### src/rtl/emc_pkg.sv
// Shared types and constants for the ElGamal modular exponentiation cipher.
package emc_pkg;

  localparam int FIELD_W       = 16;
  localparam int MOD_WIDTH_DEF = 16;
  localparam int CFG_IDX_W     = 2;

  // Configuration register indexes
  localparam logic [CFG_IDX_W-1:0] REG_MODULUS   = 2'd0;
  localparam logic [CFG_IDX_W-1:0] REG_GENERATOR = 2'd1;
  localparam logic [CFG_IDX_W-1:0] REG_PUBLIC    = 2'd2;
  localparam logic [CFG_IDX_W-1:0] REG_PRIVATE   = 2'd3;

  // Configuration reset values
  localparam logic [FIELD_W-1:0] MODULUS_RST   = 16'd883;
  localparam logic [FIELD_W-1:0] GENERATOR_RST = 16'd39;
  localparam logic [FIELD_W-1:0] PUBLIC_RST    = 16'd1;
  localparam logic [FIELD_W-1:0] PRIVATE_RST   = 16'd0;

  // Request opcodes
  localparam logic OP_ENCRYPT = 1'b0;
  localparam logic OP_DECRYPT = 1'b1;

  // Modular multiply micro-operations
  typedef enum logic [2:0] {
    MOP_NONE,
    MOP_RED1,
    MOP_RED2,
    MOP_SQ,
    MOP_MUL,
    MOP_FIN
  } emc_mop_e;

  typedef enum logic [3:0] {
    S_IDLE,
    S_CHECK,
    S_RED1_GO,
    S_RED1,
    S_RED2_GO,
    S_RED2,
    S_INIT,
    S_SQ_GO,
    S_SQ,
    S_MUL_GO,
    S_MUL,
    S_NEXT,
    S_FIN_GO,
    S_FIN,
    S_DONE
  } emc_state_e;

  typedef struct packed {
    logic     load;
    logic     go;
    logic     exp_init;
    logic     bit_next;
    emc_mop_e mop;
  } emc_cmd_t;

  typedef struct packed {
    logic mul_done;
    logic exp_bit;
    logic last_bit;
    logic p_zero;
  } emc_status_t;

endpackage

### src/rtl/elgamal_modexp_cipher.sv
// Top level of the ElGamal modular exponentiation cipher.
//
// ElGamal encrypt/decrypt over a prime field of up to MOD_WIDTH bits. A request is
// taken when start is high and busy is low; busy stays high until the result has been
// shown. The result is on cipher_first_o, value_out_o and operand_error_o for exactly
// one cycle with done_o high, and the receiver cannot hold it off, so capture it then.
// Encrypt (op 0) gives a = g^k mod p and b = y^k * m mod p; decrypt (op 1) gives
// m = a^(p-1-x) * b mod p with cipher_first_o at zero. Data operands not below the
// modulus are reduced and flagged on operand_error_o; a zero modulus gives zero outputs
// with the flag set. One request at a time. Every modular product runs on a bit-serial
// shift-and-add multiplier at one multiplier bit per cycle over W = MOD_WIDTH bits;
// the exponent is scanned over all W bits, one square per bit and one extra multiply
// per set bit (encrypt runs both powers in two lanes side by side).
// After the result strobe the block returns to idle before it takes the next request;
// a zero modulus goes from the check straight to the strobe. Config registers (index 0
// modulus, 1 generator, 2 public key, 3 private key) are written with cfg_we_i and must
// only change while busy is low.
module elgamal_modexp_cipher #(
  parameter int MOD_WIDTH = emc_pkg::MOD_WIDTH_DEF
) (
  input  logic                          clk_i,
  input  logic                          rst_ni,
  input  logic                          cfg_we_i,
  input  logic [emc_pkg::CFG_IDX_W-1:0] cfg_index_i,
  input  logic [emc_pkg::FIELD_W-1:0]   cfg_wdata_i,
  input  logic                          start,
  output logic                          busy,
  input  logic                          op_i,
  input  logic [emc_pkg::FIELD_W-1:0]   first_operand_i,
  input  logic [emc_pkg::FIELD_W-1:0]   second_operand_i,
  input  logic [emc_pkg::FIELD_W-1:0]   session_key_i,
  output logic                          done_o,
  output logic [emc_pkg::FIELD_W-1:0]   cipher_first_o,
  output logic [emc_pkg::FIELD_W-1:0]   value_out_o,
  output logic                          operand_error_o
);
  import emc_pkg::*;

  emc_cmd_t    cmd;
  emc_status_t sts;

  // Sequencer: reduce operands, scan exponent, final product, result strobe
  emc_ctrl u_ctrl (
    .clk_i   (clk_i),
    .rst_ni  (rst_ni),
    .start_i (start),
    .sts_i   (sts),
    .cmd_o   (cmd),
    .busy_o  (busy),
    .done_o  (done_o)
  );

  // Config registers, operand registers and the two multiplier lanes
  emc_datapath #(.MOD_WIDTH(MOD_WIDTH)) u_dp (
    .clk_i            (clk_i),
    .rst_ni           (rst_ni),
    .cfg_we_i         (cfg_we_i),
    .cfg_index_i      (cfg_index_i),
    .cfg_wdata_i      (cfg_wdata_i),
    .op_i             (op_i),
    .first_operand_i  (first_operand_i),
    .second_operand_i (second_operand_i),
    .session_key_i    (session_key_i),
    .cmd_i            (cmd),
    .sts_o            (sts),
    .cipher_first_o   (cipher_first_o),
    .value_out_o      (value_out_o),
    .operand_error_o  (operand_error_o)
  );

endmodule

### src/rtl/emc_mulmod.sv
// Bit-serial shift-and-add modular multiplier, one multiplier bit per cycle.
module emc_mulmod #(
  parameter int MOD_WIDTH = emc_pkg::MOD_WIDTH_DEF
) (
  input  logic                 clk_i,
  input  logic                 rst_ni,
  input  logic                 go_i,
  input  logic [MOD_WIDTH-1:0] u_i,
  input  logic [MOD_WIDTH-1:0] v_i,
  input  logic [MOD_WIDTH-1:0] n_i,
  output logic                 done_o,
  output logic [MOD_WIDTH-1:0] res_o
);
  import emc_pkg::*;

  localparam int W  = MOD_WIDTH;
  localparam int CW = $clog2(W);

  logic [W-1:0]  acc_q, acc_d;
  logic [W-1:0]  u_q, v_q, n_q;
  logic [CW-1:0] cnt_q;
  logic          run_q, done_q;

  logic [W:0] n_ext, dbl, d1, sum, d2;

  always_comb begin
    n_ext = {1'b0, n_q};
    dbl   = {acc_q, 1'b0};
    d1    = (dbl >= n_ext) ? (dbl - n_ext) : dbl;
    sum   = {1'b0, d1[W-1:0]} + {1'b0, u_q};
    d2    = (sum >= n_ext) ? (sum - n_ext) : sum;
    acc_d = v_q[W-1] ? d2[W-1:0] : d1[W-1:0];
  end

  always_ff @(posedge clk_i or negedge rst_ni) begin
    if (!rst_ni) begin
      run_q  <= 1'b0;
      done_q <= 1'b0;
      cnt_q  <= '0;
    end else begin
      done_q <= run_q && (cnt_q == '0);
      if (go_i) begin
        run_q <= 1'b1;
        cnt_q <= CW'(W - 1);
      end else if (run_q) begin
        if (cnt_q == '0) begin
          run_q <= 1'b0;
        end
        cnt_q <= cnt_q - 1'b1;
      end
    end
  end

  always_ff @(posedge clk_i) begin
    if (go_i) begin
      acc_q <= '0;
      u_q   <= u_i;
      v_q   <= v_i;
      n_q   <= n_i;
    end else if (run_q) begin
      acc_q <= acc_d;
      v_q   <= {v_q[W-2:0], 1'b0};
    end
  end

  assign done_o = done_q;
  assign res_o  = acc_q;

endmodule

### src/rtl/emc_datapath.sv
// Datapath: config registers, operand and accumulator registers, two multiplier lanes.
module emc_datapath #(
  parameter int MOD_WIDTH = emc_pkg::MOD_WIDTH_DEF
) (
  input  logic                              clk_i,
  input  logic                              rst_ni,
  input  logic                              cfg_we_i,
  input  logic [emc_pkg::CFG_IDX_W-1:0]     cfg_index_i,
  input  logic [emc_pkg::FIELD_W-1:0]       cfg_wdata_i,
  input  logic                              op_i,
  input  logic [emc_pkg::FIELD_W-1:0]       first_operand_i,
  input  logic [emc_pkg::FIELD_W-1:0]       second_operand_i,
  input  logic [emc_pkg::FIELD_W-1:0]       session_key_i,
  input  emc_pkg::emc_cmd_t                 cmd_i,
  output emc_pkg::emc_status_t              sts_o,
  output logic [emc_pkg::FIELD_W-1:0]       cipher_first_o,
  output logic [emc_pkg::FIELD_W-1:0]       value_out_o,
  output logic                              operand_error_o
);
  import emc_pkg::*;

  localparam int W  = MOD_WIDTH;
  localparam int CW = $clog2(W);

  logic [FIELD_W-1:0] modulus_q, generator_q, public_q, private_q;

  logic [W-1:0] p_w, pm1_w, one_w, gen_w, pub_w, priv_w;
  logic [W-1:0] first_w, second_w;

  logic          op_q, err_q;
  logic [W-1:0]  opa_q, opb_q;
  logic [W-1:0]  base_a_q, base_b_q, m_q;
  logic [W-1:0]  acc_a_q, acc_b_q;
  logic [W-1:0]  exp_q;
  logic [CW-1:0] bit_cnt_q;
  logic [W-1:0]  c1_q, val_q;

  logic [W-1:0] ua, va, na, ub, vb, nb;
  logic [W-1:0] res_a, res_b;
  logic         done_a, done_b;

  // Config registers
  always_ff @(posedge clk_i or negedge rst_ni) begin
    if (!rst_ni) begin
      modulus_q   <= MODULUS_RST;
      generator_q <= GENERATOR_RST;
      public_q    <= PUBLIC_RST;
      private_q   <= PRIVATE_RST;
    end else if (cfg_we_i) begin
      case (cfg_index_i)
        REG_MODULUS:   modulus_q   <= cfg_wdata_i;
        REG_GENERATOR: generator_q <= cfg_wdata_i;
        REG_PUBLIC:    public_q    <= cfg_wdata_i;
        REG_PRIVATE:   private_q   <= cfg_wdata_i;
        default: ;
      endcase
    end
  end

  assign p_w      = W'(modulus_q);
  assign gen_w    = W'(generator_q);
  assign pub_w    = W'(public_q);
  assign priv_w   = W'(private_q);
  assign first_w  = W'(first_operand_i);
  assign second_w = W'(second_operand_i);
  assign pm1_w    = p_w - 1'b1;
  // 1 mod p: zero for a modulus of one
  assign one_w    = {{(W-1){1'b0}}, (p_w != W'(1))};

  // Lane operand selection, sampled by the lanes on go
  always_comb begin
    ua = one_w;
    va = '0;
    na = p_w;
    ub = one_w;
    vb = '0;
    nb = p_w;
    case (cmd_i.mop)
      MOP_RED1: begin
        va = (op_q == OP_DECRYPT) ? opa_q : gen_w;
        vb = (op_q == OP_DECRYPT) ? opb_q : pub_w;
      end
      MOP_RED2: begin
        va = (op_q == OP_DECRYPT) ? priv_w : opb_q;
        na = (op_q == OP_DECRYPT) ? pm1_w : p_w;
      end
      MOP_SQ: begin
        ua = acc_a_q;
        va = acc_a_q;
        ub = acc_b_q;
        vb = acc_b_q;
      end
      MOP_MUL: begin
        ua = acc_a_q;
        va = base_a_q;
        ub = acc_b_q;
        vb = base_b_q;
      end
      MOP_FIN: begin
        ua = (op_q == OP_DECRYPT) ? acc_a_q : acc_b_q;
        va = m_q;
      end
      default: ;
    endcase
  end

  emc_mulmod #(.MOD_WIDTH(MOD_WIDTH)) u_lane_a (
    .clk_i  (clk_i),
    .rst_ni (rst_ni),
    .go_i   (cmd_i.go),
    .u_i    (ua),
    .v_i    (va),
    .n_i    (na),
    .done_o (done_a),
    .res_o  (res_a)
  );

  emc_mulmod #(.MOD_WIDTH(MOD_WIDTH)) u_lane_b (
    .clk_i  (clk_i),
    .rst_ni (rst_ni),
    .go_i   (cmd_i.go),
    .u_i    (ub),
    .v_i    (vb),
    .n_i    (nb),
    .done_o (done_b),
    .res_o  (res_b)
  );

  // Operand, accumulator and result registers
  always_ff @(posedge clk_i) begin
    if (cmd_i.load) begin
      op_q  <= op_i;
      opa_q <= first_w;
      opb_q <= second_w;
      exp_q <= W'(session_key_i);
      c1_q  <= '0;
      val_q <= '0;
      if (p_w == '0) begin
        err_q <= 1'b1;
      end else if (op_i == OP_DECRYPT) begin
        err_q <= (first_w >= p_w) || (second_w >= p_w);
      end else begin
        err_q <= (second_w >= p_w);
      end
    end

    if (cmd_i.exp_init) begin
      acc_a_q   <= one_w;
      acc_b_q   <= one_w;
      bit_cnt_q <= CW'(W - 1);
      if (op_q == OP_DECRYPT) begin
        // exp_q holds x mod (p-1) here
        exp_q <= (pm1_w == '0) ? '0 : (pm1_w - exp_q);
      end
    end else if (cmd_i.bit_next) begin
      exp_q     <= {exp_q[W-2:0], 1'b0};
      bit_cnt_q <= bit_cnt_q - 1'b1;
    end

    if (done_a) begin
      case (cmd_i.mop)
        MOP_RED1: begin
          base_a_q <= res_a;
          if (op_q == OP_DECRYPT) begin
            m_q <= res_b;
          end else begin
            base_b_q <= res_b;
          end
        end
        MOP_RED2: begin
          if (op_q == OP_DECRYPT) begin
            exp_q <= res_a;
          end else begin
            m_q <= res_a;
          end
        end
        MOP_SQ, MOP_MUL: begin
          acc_a_q <= res_a;
          acc_b_q <= res_b;
        end
        MOP_FIN: begin
          val_q <= res_a;
          c1_q  <= (op_q == OP_DECRYPT) ? '0 : acc_a_q;
        end
        default: ;
      endcase
    end
  end

  always_comb begin
    sts_o.mul_done = done_a & done_b;
    sts_o.exp_bit  = exp_q[W-1];
    sts_o.last_bit = (bit_cnt_q == '0);
    sts_o.p_zero   = (p_w == '0);
  end

  assign cipher_first_o  = FIELD_W'(c1_q);
  assign value_out_o     = FIELD_W'(val_q);
  assign operand_error_o = err_q;

endmodule

### src/rtl/emc_ctrl.sv
// Controller: sequences reductions, square-and-multiply steps and the final product.
module emc_ctrl (
  input  logic                 clk_i,
  input  logic                 rst_ni,
  input  logic                 start_i,
  input  emc_pkg::emc_status_t sts_i,
  output emc_pkg::emc_cmd_t    cmd_o,
  output logic                 busy_o,
  output logic                 done_o
);
  import emc_pkg::*;

  emc_state_e state_q, state_d;

  always_ff @(posedge clk_i or negedge rst_ni) begin
    if (!rst_ni) begin
      state_q <= S_IDLE;
    end else begin
      state_q <= state_d;
    end
  end

  // Next state
  always_comb begin
    state_d = state_q;
    case (state_q)
      S_IDLE:    if (start_i) state_d = S_CHECK;
      S_CHECK:   state_d = sts_i.p_zero ? S_DONE : S_RED1_GO;
      S_RED1_GO: state_d = S_RED1;
      S_RED1:    if (sts_i.mul_done) state_d = S_RED2_GO;
      S_RED2_GO: state_d = S_RED2;
      S_RED2:    if (sts_i.mul_done) state_d = S_INIT;
      S_INIT:    state_d = S_SQ_GO;
      S_SQ_GO:   state_d = S_SQ;
      S_SQ: begin
        if (sts_i.mul_done) state_d = sts_i.exp_bit ? S_MUL_GO : S_NEXT;
      end
      S_MUL_GO:  state_d = S_MUL;
      S_MUL:     if (sts_i.mul_done) state_d = S_NEXT;
      S_NEXT:    state_d = sts_i.last_bit ? S_FIN_GO : S_SQ_GO;
      S_FIN_GO:  state_d = S_FIN;
      S_FIN:     if (sts_i.mul_done) state_d = S_DONE;
      S_DONE:    state_d = S_IDLE;
      default:   state_d = S_IDLE;
    endcase
  end

  // Outputs
  always_comb begin
    cmd_o.load     = 1'b0;
    cmd_o.go       = 1'b0;
    cmd_o.exp_init = 1'b0;
    cmd_o.bit_next = 1'b0;
    cmd_o.mop      = MOP_NONE;
    done_o         = 1'b0;
    busy_o         = 1'b1;
    case (state_q)
      S_IDLE: begin
        busy_o     = 1'b0;
        cmd_o.load = start_i;
      end
      S_RED1_GO: begin
        cmd_o.go  = 1'b1;
        cmd_o.mop = MOP_RED1;
      end
      S_RED1:    cmd_o.mop = MOP_RED1;
      S_RED2_GO: begin
        cmd_o.go  = 1'b1;
        cmd_o.mop = MOP_RED2;
      end
      S_RED2:    cmd_o.mop = MOP_RED2;
      S_INIT:    cmd_o.exp_init = 1'b1;
      S_SQ_GO: begin
        cmd_o.go  = 1'b1;
        cmd_o.mop = MOP_SQ;
      end
      S_SQ:      cmd_o.mop = MOP_SQ;
      S_MUL_GO: begin
        cmd_o.go  = 1'b1;
        cmd_o.mop = MOP_MUL;
      end
      S_MUL:     cmd_o.mop = MOP_MUL;
      S_NEXT:    cmd_o.bit_next = !sts_i.last_bit;
      S_FIN_GO: begin
        cmd_o.go  = 1'b1;
        cmd_o.mop = MOP_FIN;
      end
      S_FIN:     cmd_o.mop = MOP_FIN;
      S_DONE:    done_o = 1'b1;
      default: ;
    endcase
  end

endmodule

### config.mk
export PLATFORM = sky130hd
export DESIGN_NAME = elgamal_modexp_cipher
export DESIGN_NICKNAME = d
export VERILOG_FILES = /design/src/rtl/emc_pkg.sv /design/src/rtl/elgamal_modexp_cipher.sv /design/src/rtl/emc_mulmod.sv /design/src/rtl/emc_datapath.sv /design/src/rtl/emc_ctrl.sv
export SDC_FILE = /design/constraint.sdc
export NUM_CORES = 1
export LEC_CHECK = 0
export CORE_ASPECT_RATIO = 0.6
export CORE_MARGIN = 2
export CORE_UTILIZATION = 50
export DETAILED_ROUTE_END_ITERATION = 10
export DONT_BUFFER_PORTS = 1
export HOLD_SLACK_MARGIN = 0.05
export PLACE_DENSITY = 0.68
export RECOVER_POWER = 25
export SLEW_MARGIN = 15
export SYNTH_ARGS = -nofsm -noshare
export SYNTH_HDL_FRONTEND = slang
export SYNTH_SLANG_ARGS = --single-unit
### constraint.sdc
create_clock -name clk_i -period 6 [get_ports clk_i]
set_input_delay 1.2 -clock clk_i [delete_from_list [all_inputs] [get_ports clk_i]]
set_output_delay 1.2 -clock clk_i [all_outputs]
set_load 0.01 [all_outputs]
======== Word-level counts from Yosys, hierarchy flattened ========
Cells that the tools add are included.
operators by class
  add/subtract/negate cells ............... 11
  equal/unequal tests ..................... 31
  shifts and indexed selects .............. 0
  divide/modulo/power cells ............... 0
  $mul .................................... 0
  mux-type cells .......................... 72
  reductions and logical operators ........ 29
  $lt $le $gt $ge ......................... 6
  bitwise logic cells ..................... 2
operator list
  cell                   count
  $mux 16                39
  $pmux 16 s5            1
  $sub 16x16->16         5
  $ge 17x16->1           4
  $pmux 16 s2            2
  $pmux 4 s14            1
  $mux 4                 12
  $pmux 16 s3            1
  $add 16x16->17         2
  $ge 16x16->1           2
  $logic_not 16->1       2
  $eq 4x4->1 const B     7
  $eq 4x3->1 const B     4
  $logic_not 4->1        4
  $ne 16x1->1 const B    1
  $sub 16x1->16 const B  1
  $pmux 3 s5             1
  $mux 1                 14
  $ne 2x2->1 const B     7
  $reduce_or 2->1        6
  $sub 4x1->4 const B    3
  $reduce_and 2->1       5
  $eq 4x2->1 const B     2
  $eq 3x2->1 const B     2
  other kinds (18)       23
storage, ports and cells
  RAM bits ................................ 0
  latch bits .............................. 0
  memory bits (read-only) ................. 0
  bits in registers ....................... 374
  logic and storage cells ................. 184
  memories ................................ 0

======== Longest topological paths before layout ========
Gate-level depths: netlist of the first run.
  depth in word-level cells ............... 8
  depth in mapped cells ................... 31
  mapped depth without buffers ............ 28

======== Hierarchy ========
A second synthesis of the first run with hierarchy kept.
unflattened totals
  cell total of the unflattened synthesis .. 2589
  area, all modules ....................... 24410.9 µm²
modules (own cells, without submodules)
  module                       sequential area each (µm²)  cells each  instances  area an instance (µm²)
  emc_datapath                 5760.5                      1317        1          12684.7
  emc_mulmod at u_dp.u_lane_a  1911.8                      607         1          5689.2
  emc_mulmod at u_dp.u_lane_b  1911.8                      607         1          5615.4
  emc_ctrl                     100.1                       58          1          421.7

======== Least setup slack after synthesis of the first run ========
No wires, ideal clock.
  kind .................................... reg2reg
  start point ............................. register u_dp.u_lane_b.n_q[1]
  end point ............................... register u_dp.u_lane_b.acc_q[10], in the netlist u_dp.u_lane_b.res_o[10]
  clock period less this slack ............ 5.949 ns
  arrival time ............................ 5.699 ns
  path buffers ............................ 3
  stages on the path, launching flop included .. 30
  library setup time ...................... 0.250 ns
  slack ................................... 0.051 ns
  cells stage by stage .................... edfxtp_1 -> inv_1 -> ha_1 -> nor2b_1 -> o31a_1 -> o41a_1 -> o21ai_0 -> a22o_1 -> buf_2 -> mux2_2 -> inv_1 -> fa_1 -> nand3b_1 -> a21boi_0 -> o21ai_1 -> a21boi_0 -> o21a_1 -> nor2_1 -> xnor2_1 -> ha_1 -> a21o_1 -> a211oi_1 -> nand2_1 -> a31o_2 -> or2_1 -> buf_4 -> buf_4 -> o21ai_0 -> a2bb2oi_1 -> a21oi_1
between the ends
  longest elaborated chain between the ends .. 6
ends and longest elaborated chain
  element                                                RTL line          text
  start: declaration                                     emc_mulmod.sv:20  logic [W-1:0] u_q, v_q, n_q;
  start signal: assignment                               emc_mulmod.sv:59  n_q <= n_i;
  $sub 16x16->16 / $ge 17x16->1 (equally long branches)  emc_mulmod.sv:29  d1 = (dbl >= n_ext) ? (dbl - n_ext) : dbl;
  $mux 16                                                emc_mulmod.sv:29
  $add 16x16->17                                         emc_mulmod.sv:30  sum = {1'b0, d1[W-1:0]} + {1'b0, u_q};
  $sub 16x16->16 / $ge 17x16->1 (equally long branches)  emc_mulmod.sv:31  d2 = (sum >= n_ext) ? (sum - n_ext) : sum;
  $mux 16                                                emc_mulmod.sv:31
  $mux 16 *                                              emc_mulmod.sv:32  acc_d = v_q[W-1] ? d2[W-1:0] : d1[W-1:0];
  end signal: assignment                                 emc_mulmod.sv:56  acc_q <= '0;
  end signal: assignment                                 emc_mulmod.sv:61  acc_q <= acc_d;
  end: declaration                                       emc_mulmod.sv:19  logic [W-1:0] acc_q, acc_d;
Every way passes the cells marked *; elsewhere a longest branch is shown, timed or not.
A chain may end at the register's enable or synchronous reset.

======== Worst setup path after layout of the first run ========
  start point ............................. register u_dp.u_lane_a.acc_q[0], in the netlist u_dp.u_lane_a.res_o[0]
  end point ............................... register u_dp.u_lane_a.acc_q[14], in the netlist u_dp.u_lane_a.res_o[14]
between the ends
  longest elaborated chain between the ends .. 6
ends and longest elaborated chain
  element                                                RTL line
  start: declaration                                     emc_mulmod.sv:19
  start signal: assignment                               emc_mulmod.sv:56
  start signal: assignment                               emc_mulmod.sv:61
  $sub 16x16->16 / $ge 17x16->1 (equally long branches)  emc_mulmod.sv:29
  $mux 16 *                                              emc_mulmod.sv:29
  $add 16x16->17                                         emc_mulmod.sv:30
  $sub 16x16->16 / $ge 17x16->1 (equally long branches)  emc_mulmod.sv:31
  $mux 16                                                emc_mulmod.sv:31
  $mux 16 *                                              emc_mulmod.sv:32
Marked as above.

==> key figures, run 1 <==
Timing
  – Post-Route Skew: approximately 0.034 ns
  – RSZ-0062 raised after global routing: yes
  – Worst-case headroom to the max-slew limit: between 10% and 20%
  – Final critical-path setup slack: -0.0622 ns
  – Shortest period the worst path allows: around 6 ns
  – Slew of the pin with the lowest slew margin: 1.21 ns
  – Setup violation total in the final timing report: 2
  – Final Hold Viols: 0
  – Final Cycle Share: 101%
  – Setup tns final: -0.0804 ns
  – Maximum clock frequency: around 160 MHz
  – Final number of max-transition violations: 0

Finish
  – Final nets: about 2,700
  – Area growth syn-to-layout: 19.2%
  – Cell Count, Final, Fillers Out: 3,071
  – Fraction of final layout cells with drive strength greater than 1: 20.3%
  – Antenna Cells: 0
  – Filler cells: around 3,600

Logic synthesis
  – Synth unique cells: 81
  – Post-synth top area share: 23.9%
  – Post-synthesis xor/xnor area fraction: a little under 5%
  – Multiplexer share of the synthesized area: roughly 7.0%
  – Average cell area after synthesis: around 9.7 um^2
  – Dominant synthesized flop cell: sky130_fd_sc_hd__edfxtp_1
  – Compound-gate portion of the synthesized area: 18.7%
  – Arithmetic-cell share of the synthesized area counting full adders, half adders and majority gates: under 10%
  – Synth Instances: 2,293
  – Simple-gate portion of the synthesized area: 13.2%
  – Synthesized netlist net count: 2,522
  – Cell types occupying the most area after synthesis: sky130_fd_sc_hd__edfxtp_1 24%, sky130_fd_sc_hd__dfxtp_1 10%, sky130_fd_sc_hd__ha_1 8.5%, sky130_fd_sc_hd__dfrtp_1 7.6%, sky130_fd_sc_hd__nand2_1 4.7%
  – Proportion of synthesized chip area in sequential cells: between 40% and 50%
  – Number of synthesized register bits: between 300 and 400
  – Largest family of logic cells by synthesized area: compound AO/OA/AOI/OAI gates
  – Yosys warnings: 0
  – Number of flops mapped to enable cells by yosys: around 180
  – Post-Syn Area: 0.0223 mm^2
  – Area leader, netlist: sky130_fd_sc_hd__edfxtp_1
  – Fraction of synthesis flops using an asynchronous set or reset pin: 21.4%

Setup path
  – Worst stage delay on the critical path: about 0.53 ns
  – Data required time at the worst endpoint: 6.40 ns
  – Sort of element at the end of the critical path: flip-flop
  – Most frequent cell on the critical path: sky130_fd_sc_hd__buf_4
  – Cell with the biggest individual delay on the critical path: sky130_fd_sc_hd__fa_1
  – Type of the worst setup path: flip-flop to flip-flop
  – Worst-path fanout max: 8
  – Data arrival at the endpoint of the critical path: around 6.5 ns
  – Launching element type of the critical path: flip-flop

Floorplanning
  – Chip Width: roughly 280 um
  – I/O pin total: around 110
  – Y dimension of the die: between 150 and 200 um
  – Std-Cell Core Area: between 0.04 and 0.05 mm^2
  – Std-Cell Rows: 59
  – Total Die Area: roughly 0.046 mm^2
  – Starting density of the core: 51.1%

Routing
  – Iteration-0 DRC count of the detailed router: around 2,800
  – Post-route ant nets: 0
  – Post-route DRC violation count: 0
  – Average wire per cell in the routed design: around 27 um
  – Via count: around 20,000
  – Total detailed-routing wirelength: between 80,000 and 90,000 um
  – Count of TritonRoute iterations in the first routing pass: 8
  – Via/cell ratio: between 6 and 7

CTS
  – Clock sink total: 374
  – Root cell of the clock tree: sky130_fd_sc_hd__clkbuf_16
  – Clk slew on worst S/H paths: 0.07 ns
  – TritonCTS clock tree: yes
  – H-tree depth: 2
  – Clock buffers created by TritonCTS: 37
  – Number of buffers between clock root and the deepest sink: 3
  – Insertion delay of the later-clocked pin in the worst-skew pair: 0.57 ns

Status
  – Outcome: complete, but fails checks
  – Violations in the final reports: setup timing

Power
  – Maximum vdd drop: about 0.57 mV
  – Switching Fraction: a little over two fifths
  – Seq pwr share: 19.0%
  – Power density of the placed cells: 607 mW/mm^2
  – Pleak: 10.8 nW
  – Net switching power figure: between 6 and 7 mW
  – Pint: about 9.3 mW
  – Share of power burned in the clock network: about 15%
  – Fraction of power consumed by combinational cells: 66.2%

Global routing
  – Maximum number of pins on one net before global-route repair: 83
  – Wire length of the first global-routing pass: between 100,000 and 150,000 um
  – All-layer global routing usage: 34.4%
  – Number of antenna violations at the first check in global routing: 3
  – Vias in the first global route: about 18,000
  – Global-route congestion overflow total: 0

Placement
  – Placer Congestion: a little over 1
  – Dpl hpwl: around 60,000 um
  – Number of port buffers: 0
  – Post-placement cell count: 2,963

Min path
  – Hold WC Path Type: input port to async pin

Run
  – Max capacitance violation total: 0
## sequential cells by signal (all words and copies together), names as in the netlist, 16 cells and up
| signal | count |
|---|---|
| u_dp.value_out_o | 16 |
| u_dp.m_q | 16 |
| u_dp.cipher_first_o | 16 |
| u_dp.gen_w | 16 |
| u_dp.u_lane_b.u_q | 16 |
| u_dp.base_b_q | 16 |
| u_dp.opa_q | 16 |
| u_dp.acc_a_q | 16 |
| u_dp.pub_w | 16 |
| u_dp.u_lane_b.v_q | 16 |
| u_dp.acc_b_q | 16 |
| u_dp.u_lane_a.u_q | 16 |
| u_dp.u_lane_a.res_o | 16 |
| u_dp.u_lane_b.res_o | 16 |
| u_dp.u_lane_b.n_q | 16 |
| u_dp.opb_q | 16 |
| u_dp.base_a_q | 16 |
| u_dp.priv_w | 16 |
| u_dp.u_lane_a.v_q | 16 |
| u_dp.u_lane_a.n_q | 16 |
| u_dp.exp_q | 16 |
| u_dp.modulus_q | 16 |
## placed cells by master (no fill, tap or decap), drive strengths merged, types with 22 or more instances in the layout
master,count
mux2i,56
a22o,48
and2,32
xnor2,96
edfxtp,178
xor2,27
mux2,89
ha,151
nor2,143
a221oi,22
a21o,46
nor3,32
buf,203
a21oi,124
clkbuf,84
o21ai,193
dfrtp,68
inv,124
nand3,30
nand2,278
dfxtp,116
## through the flow
| step | power [mW] | utilization (%) | area (um^2) | hold slack (ns) | setup slack [ns] |
|---|---|---|---|---|---|
| 6_report | 16.2 | 60.9 | 26600 | 0.336 | -0.0622 |
| 5_1_grt | 16.9 | 60.9 | 26600 | 0.322 | -0.164 |
| 4_1_cts | 13.9 | 58.4 | 25500 | 0.338 | 0.0117 |
| 3_5_place_dp | 11.3 | 55.4 | 24200 | 0.487 | -0.383 |
| 3_3_place_gp | 11.0 | 55.4 | 24200 | 0.481 | -0.195 |
| 2_1_floorplan | 8.42 | - | 22300 | 0.446 | 0.0508 |
## routing by layer
metal	part of all wire [%]	vias to the layer above	GRT usage, %
li1	-	8729	-
met1	44	9636	53.3
met2	38	1268	44.9
met3	16	110	13.2
met4	1.8	6	6.00
met5	0.085	-	0
## worst paths after layout
kind,from,end,slack (ns),depth (start not counted)
max,u_dp.u_lane_a.res_o[0]$_SDFFE_PN0P_,u_dp.u_lane_a.res_o[14]$_SDFFE_PN0P_,-0.06,28
min reg2reg,u_dp.acc_b_q[15]$_DFF_P_,u_dp.acc_b_q[15]$_DFF_P_,0.50,2
max reg2reg,u_dp.u_lane_a.res_o[0]$_SDFFE_PN0P_,u_dp.u_lane_a.res_o[14]$_SDFFE_PN0P_,-0.06,28
max in group asynchronous,rst_ni,u_dp.modulus_q[5]$_DFFE_PN1P_,5.42,0
min in group clk_i,u_dp.acc_b_q[15]$_DFF_P_,u_dp.acc_b_q[15]$_DFF_P_,0.50,2
min,rst_ni,u_dp.gen_w[9]$_DFFE_PN0P_,0.34,0
## power groups by stage
stage / logic [mW] / clock network (mW) / registers, mW
after detailed placement: 8.15 / 0 / 3.11
after global routing: 11.4 / 2.49 / 3.08
final: 10.7 / 2.38 / 3.07
after CTS: 8.43 / 2.38 / 3.06
after floorplan: 5.34 / 0 / 3.08
after global placement: 7.93 / 0 / 3.11
## synthesized netlist by cell type (all sizes together) (32+ instances only)
cell and n:
nor2 143, edfxtp 178, a22o 48, dfrtp 68, mux2i 56, o21ai 193
nand2 278, inv 120, and2 32, ha 151, a21oi 124, mux2 89
a21o 46, xnor2 96, clkbuf 85, nor3 32, dfxtp 116
## final cells by class
type                    count  area [um^2]  area share, %
repair buffers            235         1820           6.85
clock inverters            16          171          0.644
clock buffers              52         1020           3.84
flip-flops and latches    374         9680           36.4
inverters                 121          454           1.71
multi-input cells        1694        12700           47.9
well taps                 579          724           2.72
## timing repair
item / CTS / global route
pin swaps: 10 / 89
cloned: 0 / 3
setup buffers: 5 / 32
endpoints found under the hold margin: 0 / 0
endpoints found under the setup margin: 32 / 32
hold buffers: 0 / 0
resized for setup: 28 / 171
## logic make-up after synthesis
group                    after synthesis
AO/OA/AOI/OAI                        631
XOR/XNOR                             123
adder cells (fa/ha/maj)              158
buffers and inverters                225
flip-flops                           374
multiplexers                         145
AND/OR/NAND/NOR                      637
## worst max-delay path, delay by kind of cell, from the launching register on
family,cells,cell delay [ns]
fa+ha+maj,3,1.13
mux,1,0.32
buf+inv,6,1.14
simple gates,4,0.49
xor+xnor,2,0.21
flops,1,0.33
compound gates,12,2.29
No activity file was read; power rests on OpenSTA's default activity.
==> inputs of run 2 (changes only) <==
- CAP_MARGIN: not set -> 10
- CORE_ASPECT_RATIO: 0.6 -> 0.9
==> run 2 against run 1 <==
Net effect: the flow now finishes without violations; wire length fell by 12%; fmax rose by 5.0%; via count fell by 5.4%; sequential cell count did not move; cell area fell by 3.7%; global-route usage fell by 3.1 points; clock-buffer cell count fell by 3; non-clock buffer count fell by 80; sequential power barely moved.
==> key figures, run 2 (synthesis results as in run 1) <==
Status
  – Outcome: finished, final reports clean

Min path
  – Hold WC Path Type: input port to async pin

Global routing
  – All-layer global routing usage: 31.3% (-3.1 points)
  – Global-route congestion overflow total: 0 (unchanged)
  – Wire length of the first global-routing pass: 109,000 um (-8.2%)
  – Vias in the first global route: 17,727 (-0.91%)
  – Number of antenna violations at the first check in global routing: 2 (-1)
  – Maximum number of pins on one net before global-route repair: 81 (-2.4%)

Routing
  – Count of TritonRoute iterations in the first routing pass: 8 (unchanged)
  – Via/cell ratio: 6.19 (-3.7%)
  – Via count: 18,684 (-5.4%)
  – Average wire per cell in the routed design: 24.2 um (-11%)
  – Post-route ant nets: 0 (unchanged)
  – Total detailed-routing wirelength: 73,000 um (-12%)
  – Iteration-0 DRC count of the detailed router: 2,035 (-28%)
  – Post-route DRC violation count: 0 (unchanged)

CTS
  – TritonCTS clock tree: yes
  – Clk slew on worst S/H paths: 0.07 ns (about the same)
  – Number of buffers between clock root and the deepest sink: 3 (unchanged)
  – Clock sink total: 374 (unchanged)
  – Clock buffers created by TritonCTS: 40 (+8.1%)
  – H-tree depth: 2 (unchanged)
  – Root cell of the clock tree: sky130_fd_sc_hd__clkbuf_16
  – Insertion delay of the later-clocked pin in the worst-skew pair: 0.56 ns (about the same)

Timing
  – Shortest period the worst path allows: 5.78 ns (-0.287 ns)
  – Final hold slack: 0.348 ns (+0.0120 ns)
  – Worst-case headroom to the max-slew limit: 1.27% (-18 points)
  – Final critical-path setup slack: 0.225 ns (+0.287 ns)
  – Post-Route Skew: 0.0186 ns (-0.0158 ns)
  – Setup violation total in the final timing report: 0 (-2)
  – Slew of the pin with the lowest slew margin: 1.48 ns (+0.273 ns)
  – Final number of max-transition violations: 0 (unchanged)
  – Maximum clock frequency: 173 MHz (+5.0%)
  – Final Cycle Share: 96.3% (-4.8 points)
  – Final Hold Viols: 0 (unchanged)
  – Setup tns final: 0 ns (+0.0804 ns)

Power
  – Net switching power figure: 5.59 mW (-19%)
  – Pint: 8.25 mW (-11%)
  – Fraction of power consumed by combinational cells: 58.8% (-7.4 points)
  – Overall power of the completed layout: 13.8 mW (-14%)
  – Switching Fraction: 40.4% (-2.3 points)
  – Share of power burned in the clock network: 19.2% (+4.5 points)
  – Pleak: 10.4 nW (-4.5%)
  – Maximum vdd drop: 0.345 mV (-40%)
  – Seq pwr share: 22.0% (+3.0 points)
  – Power density of the placed cells: 540 mW/mm^2 (-11%)

Finish
  – Final core utilization: 58.1% (-2.8 points)
  – Cell Count, Final, Fillers Out: 3,018 (-1.7%)
  – Top library cells by usage in the layout, fill and taps aside: 278 x sky130_fd_sc_hd__nand2_1, 178 x sky130_fd_sc_hd__edfxtp_1, 173 x sky130_fd_sc_hd__o21ai_0
  – Finished Cell Area: 0.0256 mm^2 (-3.7%)
  – Multi-input logic area: 0.0122 mm^2 (-4.1%)
  – Area growth syn-to-layout: 14.8%
  – Antenna Cells: 0 (unchanged)
  – Register Area: 0.00968 mm^2 (unchanged)
  – Filler cells: 3,853 (+6.4%)
  – Fraction of final layout cells with drive strength greater than 1: 15.6% (-4.7 points)
  – Most common library cell in the layout ignoring fill and taps: sky130_fd_sc_hd__nand2_1
  – Final nets: 2,615 (-2.9%)

Placement
  – Placement-stage cell area: 0.0238 mm^2 (-1.6%)
  – Number of port buffers: 0 (unchanged)
  – Post-placement cell count: 2,930 (-1.1%)
  – Pre-CTS setup slack: -0.178 ns (+0.204 ns)
  – Placer Congestion: 0.953 (-8.2%)
  – Dpl hpwl: 54,700 um (-11%)

Floorplanning
  – Chip Width: 227 um (-18%)
  – I/O pin total: 106 (unchanged)
  – Std-Cell Core Area: 0.0441 mm^2 (+0.95%)
  – Y dimension of the die: 205 um (+22%)
  – Starting density of the core: 50.7% (-0.48 points)
  – Std-Cell Rows: 73 (+24%)
  – Total Die Area: 0.0464 mm^2 (-0.11%)

Setup path
  – Data arrival at the endpoint of the critical path: 6.22 ns (-0.24 ns)
  – Data required time at the worst endpoint: 6.44 ns (+0.04 ns)
  – Launching element type of the critical path: flip-flop
  – Cell with the biggest individual delay on the critical path: sky130_fd_sc_hd__or4_4
  – Worst stage delay on the critical path: 0.55 ns (+0.02 ns)
  – Worst-path fanout max: 10 (+2)
  – Type of the worst setup path: flip-flop to flip-flop
  – Sort of element at the end of the critical path: flip-flop

Run
  – Max capacitance violation total: 0 (unchanged)
run 2: path summary, 6_finish.rpt:
kind | endpoint | depth (start not counted) | start | slack [ns]
max | u_dp.u_lane_b.res_o[9]$_SDFFE_PN0P_ | 25 | u_dp.u_lane_b.n_q[1]$_DFFE_PN_ | 0.22
min | u_dp.u_lane_a.done_o$_DFF_PN0_ | 0 | rst_ni | 0.35
max reg2reg | u_dp.u_lane_b.res_o[9]$_SDFFE_PN0P_ | 25 | u_dp.u_lane_b.n_q[1]$_DFFE_PN_ | 0.22
min reg2reg | u_dp.pub_w[5]$_DFFE_PN0P_ | 1 | u_dp.pub_w[5]$_DFFE_PN0P_ | 0.50
max in group asynchronous | u_dp.gen_w[0]$_DFFE_PN1P_ | 0 | rst_ni | 5.36
min in group clk_i | u_dp.pub_w[5]$_DFFE_PN0P_ | 1 | u_dp.pub_w[5]$_DFFE_PN0P_ | 0.50
run 2: metal layers:
layer,vias up,track usage (%),routed length (um)
met4,2,7.57,1720
met5,-,0,11
met1,9116,44.8,31500
li1,8589,-,-
met3,112,6.47,7530
met2,865,48.5,32300
run 2: final cells by class:
| class | count | area share (%) |
|---|---|---|
| repair buffers | 155 | 4.44 |
| clock inverters | 25 | 1.16 |
| inverters | 121 | 1.78 |
| flip-flops and latches | 374 | 37.8 |
| clock buffers | 49 | 4.27 |
| multi-input cells | 1694 | 47.7 |
| well taps | 600 | 2.93 |
run 2: power by group through the flow:
| stage | registers, mW | logic (mW) | clock network (mW) |
|---|---|---|---|
| floorplan | 3.08 | 5.34 | 0 |
| global placement | 3.09 | 7.31 | 0 |
| detailed placement | 3.09 | 7.46 | 0 |
| CTS | 3.04 | 7.61 | 2.67 |
| global route | 3.06 | 8.89 | 2.77 |
| finish | 3.04 | 8.14 | 2.66 |
run 2: what timing repair did:
action,CTS,global route
pin swaps,8,32
gates cloned,0,2
gates resized for setup,15,79
setup buffers,4,7
hold buffers,0,0
endpoints found under the setup margin,29,32
run 2: critical path, delay by kind of cell (launching register included):
| family | cells | cell delay [ns] |
|---|---|---|
| AOI/OAI and AO/OA | 10 | 2.20 |
| xor gates and xnor gates | 1 | 0.16 |
| buffers and inverters | 4 | 0.49 |
| adders and majority gates | 3 | 0.72 |
| DFF | 1 | 0.38 |
| and+or+nand+nor | 5 | 1.12 |
| muxes | 2 | 0.58 |
